--- src/pcir_pkg.sv ---
// ----------------------------------------------------------------------------
// pcir_pkg
// Widths shared by the in-order receiver, its channels and its checker.
// ----------------------------------------------------------------------------
package pcir_pkg;

	localparam int unsigned BYTE_W  = 8;
	localparam int unsigned WORD_W  = 16;
	localparam int unsigned SEQ_W   = 32;
	// six 16-bit terms summed at packet end need three growth bits
	localparam int unsigned SUM_W   = WORD_W + 3;
	localparam int unsigned GROW_W  = SUM_W - WORD_W;

	typedef logic [BYTE_W-1:0] byte_t;
	typedef logic [WORD_W-1:0] word_t;
	typedef logic [SEQ_W-1:0]  seq_t;

endpackage

--- src/pcir_if.sv ---
// ----------------------------------------------------------------------------
// pcir_if
// Valid/ready channels of the receiver: payload items, results, config.
// ----------------------------------------------------------------------------
interface pcir_item_if;
	logic              valid;
	logic              ready;
	pcir_pkg::byte_t   data_byte;
	logic              byte_present;
	logic              last_item;
	pcir_pkg::seq_t    rx_sequence;
	pcir_pkg::seq_t    rx_acknowledge;
	pcir_pkg::word_t   rx_check;

	modport source (output valid, data_byte, byte_present, last_item,
		rx_sequence, rx_acknowledge, rx_check, input ready);
	modport sink (input valid, data_byte, byte_present, last_item,
		rx_sequence, rx_acknowledge, rx_check, output ready);
endinterface

interface pcir_result_if;
	logic              valid;
	logic              ready;
	pcir_pkg::seq_t    ack_number;
	logic              accepted;
	pcir_pkg::word_t   computed_check;

	modport source (output valid, ack_number, accepted, computed_check, input ready);
	modport sink (input valid, ack_number, accepted, computed_check, output ready);
endinterface

interface pcir_cfg_if;
	logic              valid;
	logic              ready;
	pcir_pkg::seq_t    data;

	modport source (output valid, data, input ready);
	modport sink (input valid, data, output ready);
endinterface

--- src/packet_checksum_inorder_receiver.sv ---
// ----------------------------------------------------------------------------
// packet_checksum_inorder_receiver
// In-order (go-back-N) packet receiver with a one's complement checksum.
// ----------------------------------------------------------------------------
//  channel   dir  carries
//  item      in   at most one payload byte per item; header on the last item
//  result    out  ack_number, accepted, computed_check; one per packet
//  cfg       in   start_sequence write (loads the expected sequence)
//
//  One item per cycle while the input is not stalled. A result passes the
//  input register, then one pass of pairing, a 16-bit end-around add and
//  the packet-end fold, on its way into the result register.
//  Reset clears the packet sum and sets the expected sequence to zero.
//  Input stalls only while the input register holds a last item and the
//  result register is still full and not taken.
// ----------------------------------------------------------------------------
module packet_checksum_inorder_receiver (
	input  logic             clk,
	input  logic             arst_n,
	pcir_item_if.sink        item,
	pcir_result_if.source    result,
	pcir_cfg_if.sink         cfg
);

	// input register
	logic                v_s1;
	pcir_pkg::byte_t     byte_s1;
	logic                present_s1;
	logic                last_s1;
	pcir_pkg::seq_t      seq_s1;
	pcir_pkg::seq_t      ackn_s1;
	pcir_pkg::word_t     chk_s1;

	// packet and link state
	pcir_pkg::word_t     sum_q;
	logic                odd_q;
	pcir_pkg::byte_t     held_q;
	pcir_pkg::seq_t      exp_q;

	// result register
	logic                out_valid_q;
	pcir_pkg::seq_t      ack_q;
	logic                acc_q;
	pcir_pkg::word_t     comp_q;

	logic                adv_s1;
	logic                in_take;
	pcir_pkg::word_t     pair_word;
	logic [pcir_pkg::WORD_W:0] run_add;
	pcir_pkg::word_t     run_next;
	pcir_pkg::word_t     pay_word;
	logic [pcir_pkg::SUM_W-1:0] total;
	logic [pcir_pkg::WORD_W:0]  fold1;
	pcir_pkg::word_t     fold2;
	pcir_pkg::word_t     comp;
	logic                ok;

	// handshakes
	assign adv_s1      = v_s1 && (!last_s1 || !out_valid_q || result.ready);
	assign item.ready  = !v_s1 || adv_s1;
	assign in_take     = item.valid && item.ready;
	assign cfg.ready   = 1'b1;

	assign result.valid          = out_valid_q;
	assign result.ack_number     = ack_q;
	assign result.accepted       = acc_q;
	assign result.computed_check = comp_q;

	// running sum: completed byte pair, low byte first, end-around carry
	assign pair_word = {byte_s1, held_q};
	assign run_add   = {1'b0, sum_q} + {1'b0, pair_word};
	assign run_next  = run_add[pcir_pkg::WORD_W-1:0]
		+ {{(pcir_pkg::WORD_W-1){1'b0}}, run_add[pcir_pkg::WORD_W]};

	// payload word still open at packet end (pair or lone byte)
	always_comb begin
		if (present_s1) begin
			pay_word = odd_q ? pair_word : {{pcir_pkg::BYTE_W{1'b0}}, byte_s1};
		end else begin
			pay_word = odd_q ? {{pcir_pkg::BYTE_W{1'b0}}, held_q} : '0;
		end
	end

	// packet end: add header halves, fold twice, complement
	assign total = {{pcir_pkg::GROW_W{1'b0}}, sum_q}
		+ {{pcir_pkg::GROW_W{1'b0}}, pay_word}
		+ {{pcir_pkg::GROW_W{1'b0}}, seq_s1[pcir_pkg::SEQ_W-1:pcir_pkg::WORD_W]}
		+ {{pcir_pkg::GROW_W{1'b0}}, seq_s1[pcir_pkg::WORD_W-1:0]}
		+ {{pcir_pkg::GROW_W{1'b0}}, ackn_s1[pcir_pkg::SEQ_W-1:pcir_pkg::WORD_W]}
		+ {{pcir_pkg::GROW_W{1'b0}}, ackn_s1[pcir_pkg::WORD_W-1:0]};
	assign fold1 = {1'b0, total[pcir_pkg::WORD_W-1:0]}
		+ {{(pcir_pkg::WORD_W+1-pcir_pkg::GROW_W){1'b0}},
			total[pcir_pkg::SUM_W-1:pcir_pkg::WORD_W]};
	assign fold2 = fold1[pcir_pkg::WORD_W-1:0]
		+ {{(pcir_pkg::WORD_W-1){1'b0}}, fold1[pcir_pkg::WORD_W]};
	assign comp  = ~fold2;
	assign ok    = (comp == chk_s1) && (seq_s1 == exp_q);

	// input register payload
	always_ff @(posedge clk) begin
		if (in_take) begin
			byte_s1    <= item.data_byte;
			present_s1 <= item.byte_present;
			last_s1    <= item.last_item;
			seq_s1     <= item.rx_sequence;
			ackn_s1    <= item.rx_acknowledge;
			chk_s1     <= item.rx_check;
		end
	end

	// input register valid
	always_ff @(posedge clk or negedge arst_n) begin
		if (!arst_n) begin
			v_s1 <= 1'b0;
		end else if (item.ready) begin
			v_s1 <= item.valid;
		end
	end

	// packet state and expected sequence
	always_ff @(posedge clk or negedge arst_n) begin
		if (!arst_n) begin
			sum_q  <= '0;
			odd_q  <= 1'b0;
			held_q <= '0;
			exp_q  <= '0;
		end else begin
			if (adv_s1) begin
				if (last_s1) begin
					sum_q  <= '0;
					odd_q  <= 1'b0;
					held_q <= '0;
				end else if (present_s1) begin
					if (!odd_q) begin
						held_q <= byte_s1;
						odd_q  <= 1'b1;
					end else begin
						sum_q  <= run_next;
						odd_q  <= 1'b0;
						held_q <= '0;
					end
				end
			end
			if (cfg.valid) begin
				exp_q <= cfg.data;
			end else if (adv_s1 && last_s1 && ok) begin
				exp_q <= exp_q + 1'b1;
			end
		end
	end

	// result register valid
	always_ff @(posedge clk or negedge arst_n) begin
		if (!arst_n) begin
			out_valid_q <= 1'b0;
		end else if (adv_s1 && last_s1) begin
			out_valid_q <= 1'b1;
		end else if (result.ready) begin
			out_valid_q <= 1'b0;
		end
	end

	// result register payload
	always_ff @(posedge clk) begin
		if (adv_s1 && last_s1) begin
			ack_q  <= ok ? exp_q : exp_q - 1'b1;
			acc_q  <= ok;
			comp_q <= comp;
		end
	end

endmodule

--- src/flat_wrapper.sv ---
// flat-port wrapper written by rule: the top's interface ports become plain ports
module packet_checksum_inorder_receiver_flat 
  (clk, arst_n, item_valid, item_data_byte, item_byte_present, item_last_item, item_rx_sequence, item_rx_acknowledge, item_rx_check, item_ready, result_valid, result_ack_number, result_accepted, result_computed_check, result_ready, cfg_valid, cfg_data, cfg_ready);
  pcir_item_if item_i ();
  pcir_result_if result_i ();
  pcir_cfg_if cfg_i ();
  input  logic clk;
  input  logic arst_n;
  input wire logic [$bits(item_i.valid)-1:0] item_valid;
  input wire logic [$bits(item_i.data_byte)-1:0] item_data_byte;
  input wire logic [$bits(item_i.byte_present)-1:0] item_byte_present;
  input wire logic [$bits(item_i.last_item)-1:0] item_last_item;
  input wire logic [$bits(item_i.rx_sequence)-1:0] item_rx_sequence;
  input wire logic [$bits(item_i.rx_acknowledge)-1:0] item_rx_acknowledge;
  input wire logic [$bits(item_i.rx_check)-1:0] item_rx_check;
  output wire logic [$bits(item_i.ready)-1:0] item_ready;
  output wire logic [$bits(result_i.valid)-1:0] result_valid;
  output wire logic [$bits(result_i.ack_number)-1:0] result_ack_number;
  output wire logic [$bits(result_i.accepted)-1:0] result_accepted;
  output wire logic [$bits(result_i.computed_check)-1:0] result_computed_check;
  input wire logic [$bits(result_i.ready)-1:0] result_ready;
  input wire logic [$bits(cfg_i.valid)-1:0] cfg_valid;
  input wire logic [$bits(cfg_i.data)-1:0] cfg_data;
  output wire logic [$bits(cfg_i.ready)-1:0] cfg_ready;
  assign item_i.valid = item_valid;
  assign item_i.data_byte = item_data_byte;
  assign item_i.byte_present = item_byte_present;
  assign item_i.last_item = item_last_item;
  assign item_i.rx_sequence = item_rx_sequence;
  assign item_i.rx_acknowledge = item_rx_acknowledge;
  assign item_i.rx_check = item_rx_check;
  assign item_ready = item_i.ready;
  assign result_valid = result_i.valid;
  assign result_ack_number = result_i.ack_number;
  assign result_accepted = result_i.accepted;
  assign result_computed_check = result_i.computed_check;
  assign result_i.ready = result_ready;
  assign cfg_i.valid = cfg_valid;
  assign cfg_i.data = cfg_data;
  assign cfg_ready = cfg_i.ready;
  packet_checksum_inorder_receiver u_core (.clk(clk), .arst_n(arst_n), .item(item_i), .result(result_i), .cfg(cfg_i));
endmodule
--- config.mk ---
export PLATFORM = sky130hd
export DESIGN_NAME = packet_checksum_inorder_receiver_flat
export DESIGN_NICKNAME = d
export VERILOG_FILES = /design/src/pcir_pkg.sv /design/src/pcir_if.sv /design/src/packet_checksum_inorder_receiver.sv /design/src/flat_wrapper.sv
export SDC_FILE = /design/constraint.sdc
export NUM_CORES = 1
export LEC_CHECK = 0
export BUFFER_PORTS_ARGS = -buffer_cell sky130_fd_sc_hd__buf_2
export CAP_MARGIN = 10
export CORE_UTILIZATION = 35
export DETAILED_ROUTE_END_ITERATION = 10
export GPL_ROUTABILITY_DRIVEN = 0
export PLACE_DENSITY = 0.53
export SLEW_MARGIN = 0
export SYNTH_ARGS = -nofsm -noshare
export SYNTH_HDL_FRONTEND = slang
export SYNTH_SLANG_ARGS = --single-unit
--- constraint.sdc ---
create_clock -name clk -period 22.9 [get_ports clk]
set_input_delay 6.87 -clock clk [delete_from_list [all_inputs] [get_ports clk]]
set_output_delay 6.87 -clock clk [all_outputs]
set_load 0.01 [all_outputs]
### Yosys cells after proc, flatten, opt, wreduce, memory -nomap -nowiden

Index checks and enable logic that the tools add are counted.

* register bits: 198
* bits of input ports: 127
* output and inout bits: 52
* word-level logic and storage cells: 63

* add/subtract/negate cells: 11
* eq/ne operators: 2
* multiplexer cells: 17
* bitwise gates (word level): 1
* reductions and logical operators: 17

Operators by type and width (count)
* $mux W32: 3
* $mux W16: 5
* $add A19 B16 Y19: 4
* $add A16 B16 Y17: 2
* $add A16 B1 Y16: 2
* $add A32 B1 Y32 const B: 1
* $eq A32 B32 Y1: 1
* $mux W8: 4
* $sub A32 B1 Y32 const B: 1
* $add A16 B3 Y17: 1
* $eq A16 B16 Y1: 1
* $not A16 Y16: 1
* $reduce_bool A2 Y1: 4
* $logic_and A1 B1 Y1: 5
* $mux W1: 5
* $logic_not A1 Y1: 3
* $logic_or A1 B1 Y1: 3
* $reduce_and A3 Y1: 1
* $reduce_and A2 Y1: 1

### Depth between registers and ports, before layout

* depth in word-level cells: 15
* depth in mapped cells: 55

### Least setup slack after synthesis

OpenSTA, ideal clock, no wires.

* kind: input port to output port
* start: in result_ready
* end: out item_ready
* arrival: 7.216 ns
* required time: 16.030 ns
* setup slack: 8.814 ns
* stages on the path: 2
* buffers on the path: 0
* cells stage by stage: nor2b_1 nand3_1

* longest elaborated chain between the ends: 3

RTL lines
* start: declaration: line flat_wrapper.sv:21 `input wire logic [$bits(result_i.ready)-1:0] result_ready;`
* $logic_or A1 B1 Y1: line packet_checksum_inorder_receiver.sv:59 `assign adv_s1 = v_s1 && (!last_s1 || !out_valid_q || result.ready);`
* $logic_and A1 B1 Y1: line packet_checksum_inorder_receiver.sv:59
* $logic_or A1 B1 Y1: line packet_checksum_inorder_receiver.sv:60 `assign item.ready = !v_s1 || adv_s1;`
* end: declaration: line flat_wrapper.sv:16 `output wire logic [$bits(item_i.ready)-1:0] item_ready;`

No other way between the ends.

### Worst setup path after layout

Ends and elaborated chain as after synthesis.

==> flow_summary.toml <==
[status]
outcome = "complete, no violations"

[synthesis]
yosysUniqueCellTypes = 88
asr_flop_ratio_synth_pct = 29.8
synth_largest_area_cell = "edfxtp_1"
post_synth_main_area_contributors = "edfxtp_1, dfrtp_1, fa_1, ha_1, xnor2_1"
postSynth.topFlopCell = "edfxtp_1"
post_synth_instance_area_um2 = 13600
synth-edff-count = 139
post_synth.cell_area_avg_um2 = 10.5
yosys_warnings = 0
seq_area_frac_synth_pct = 41.5
mapped_nets = 1538
netlist_instances = 1298
ys_seq_elements = 198
synth.top_cell.area_share_pct = 30.7

[global_route]
first_global_vias = 9914
grt_max_degree = 81
grt_first_pass_wirelength_mm = 56.1
grt_use_total_pct = 19.0
gr-total-overflow = 0
antenna_found_initial = 0

[layout]
n_fill_cell = 3769
multiInputGateArea_um2 = 7290
final_net_count = 1674
antenna-diode-count = 0
final_layout_size_suffix_gt1_share_pct = 16.7
sequential_cell_area_um2 = 5650
synthesis_to_layout_area_growth_pct = 14.2

[floorplan]
chipWidth_um = 199
chipHeight_um = 199
fp-row-count = 71
initial_utilization_pct = 35.9
total_die_area_um2 = 39700
boundaryPins = 179
area_of_the_core_region_um2 = 37900

[clock_network]
post_cts_buffers = 0
worst_setup_hold_path_clk_slew_ns = 0.06
cts-htree-levels = 4
numCtsBuffers = 17
post_cts_resized = 0
clock_latency_ns = 0.47
clockRootBuffer = "clkbuf_16"
postCtsHoldBufs = 0
tritoncts = "yes"
clockBufferDepth = 2
clock_sinks = 198

[timing]
setup_viol_count_final = 0
clock.fmax_mhz = 68.7
setup_tns_ns = 0
rsz_0062_raised_after_global_routing = "false"
fin_crit_ns = 14.56
max_slew_violation_count = 0
worstMarginPinSlew_ns = 1.04
skew_ns = 0.0205
timing_hold_violations_final = 0
max-slew-margin-rel_pct = 30.0
layout_worst_path_cycle_share_pct = 63.6

[flow_run]
drv.max_cap_violation_count = 0

[worst_setup_path]
worst_ep_required_time_ns = 16.03
worst-setup-path-type = "primary input to primary output"
crit_end_element = "primary output"
worst-path-max-fanout = 4
timing.critical_path.arrival_ns = 7.69
timing.critical_path.from_type = "primary input"

[drt]
drc = 0
vias_per_cell = 5.24
vias = 10300
drt_pre_antenna_iters = 5
wl_met1_mm = 17.4
highest-signal-layer = "met4"
postRouteAntennaNets = 0
drtIter0Drc = 647
met2WireLength_mm = 17.1
detail_route.wl_per_cell_um = 18.6
routed-wl-met3_mm = 1.52
routed_wl_mm = 36.5

[place]
place.port_buffers = 177
hpwl_mm = 29.4

[min_path]
holdCritPathClass = "flop to flop"
kinds of logic after synthesis:
group / Yosys count / synth area share [%]
buffers and inverters: 173 / 4.97
AOI/OAI and AO/OA: 235 / 12.5
and+or+nand+nor: 426 / 17.6
DFF: 198 / 41.5
xor gates and xnor gates: 147 / 9.84
adders and majority gates: 114 / 13.3
other: 1 / 0.0276
muxes: 4 / 0.303
layout make-up:
cell class / instances / area share (%)
multi-input cells: 927 / 46.9
flip-flops and latches: 198 / 36.4
repair buffers: 186 / 6.26
well taps: 511 / 4.11
clock buffers: 25 / 3.26
inverters: 104 / 2.51
clock inverters: 7 / 0.596
worst max-delay path: stages:
cell     delay (ns)
buf_2          0.10
nor2b_1        0.31
nand3_1        0.21
buf_2          0.21
path summary, 6_finish.rpt:
kind	start	to	slack [ns]	cells past startpoint
setup / recovery	result_ready	item_ready	8.34	4
hold / removal	u_core.sum_q[15]$_DFFE_PN0P_	u_core.sum_q[15]$_DFFE_PN0P_	0.55	2
setup reg to reg	u_core.odd_q$_DFFE_PN0P_	u_core.exp_q[2]$_DFFE_PN0P_	9.94	50
hold reg to reg	u_core.sum_q[15]$_DFFE_PN0P_	u_core.sum_q[15]$_DFFE_PN0P_	0.55	2
max in group asynchronous	arst_n	u_core.sum_q[15]$_DFFE_PN0P_	15.79	2
min in group asynchronous	arst_n	u_core.exp_q[5]$_DFFE_PN0P_	6.56	2
Yosys cell counts, types with 3 or more instances:
library cell	n
and4b_1	4
a31oi_1	9
edfxtp_1	139
o21a_1	3
ha_1	62
or4_1	36
a211oi_1	5
fa_1	51
a21oi_1	41
o21ai_0	30
nor3b_1	6
inv_1	104
buf_2	8
nand2_1	77
or3_1	8
a22o_1	26
clkbuf_1	57
xnor2_1	79
a2111oi_0	4
and3_1	34
nand4_1	29
mux2i_1	3
and4_1	4
o211ai_1	30
o31ai_1	10
nor4_1	18
or2_2	5
nand3_1	69
nor2b_1	4
a21o_1	22
dfrtp_1	59
and2_1	13
o21bai_1	16
and3b_1	6
nand4b_1	8
nor2_1	51
xor2_1	64
nand2b_1	14
nor3_1	24
o22ai_1	4
a311oi_1	3
stage by stage:
step	utilization (%)	worst slack, ns	cell area (µm²)	std cells	hold slack, ns
finish	41.0	8.34	15500	1958	0.548
global route	41.0	8.28	15500	1958	0.565
CTS	40.9	8.32	15500	1957	0.548
detailed placement	39.3	8.33	14900	1925	0.529
global placement	39.3	8.34	14900	1925	0.519
floorplan	-	8.81	13600	1298	0.481
state kept, by name, indices dropped and copies added, names as in the netlist, 16 cells and up:
register and cells:
u_core.result.computed_check 16, u_core.chk_s1 16, u_core.result.ack_number 32, u_core.seq_s1 32
u_core.exp_q 32, u_core.sum_q 16, u_core.ackn_s1 32
per-layer routing:
| layer | vias up | global-route usage (%) |
|---|---|---|
| met1 | 4960 | 26.1 |
| met2 | 257 | 30.7 |
| met5 | - | 0 |
| li1 | 5009 | - |
| met3 | 27 | 3.32 |
| met4 | 0 | 4.73 |
layout by cell type (no fill, tap or decap), types with 34 or more instances in the layout:
cell and instances:
a21oi_1 41, and3_1 34, buf_2 177, dfrtp_1 59, edfxtp_1 139, fa_1 51, ha_1 62, inv_1 104
nand2_1 77, nand3_1 69, nor2_1 50, or4_1 36, xnor2_1 79, xor2_1 64
Power is not shown: default switching activity piles up to over one toggle a cycle in this logic, so the estimate is an artifact.
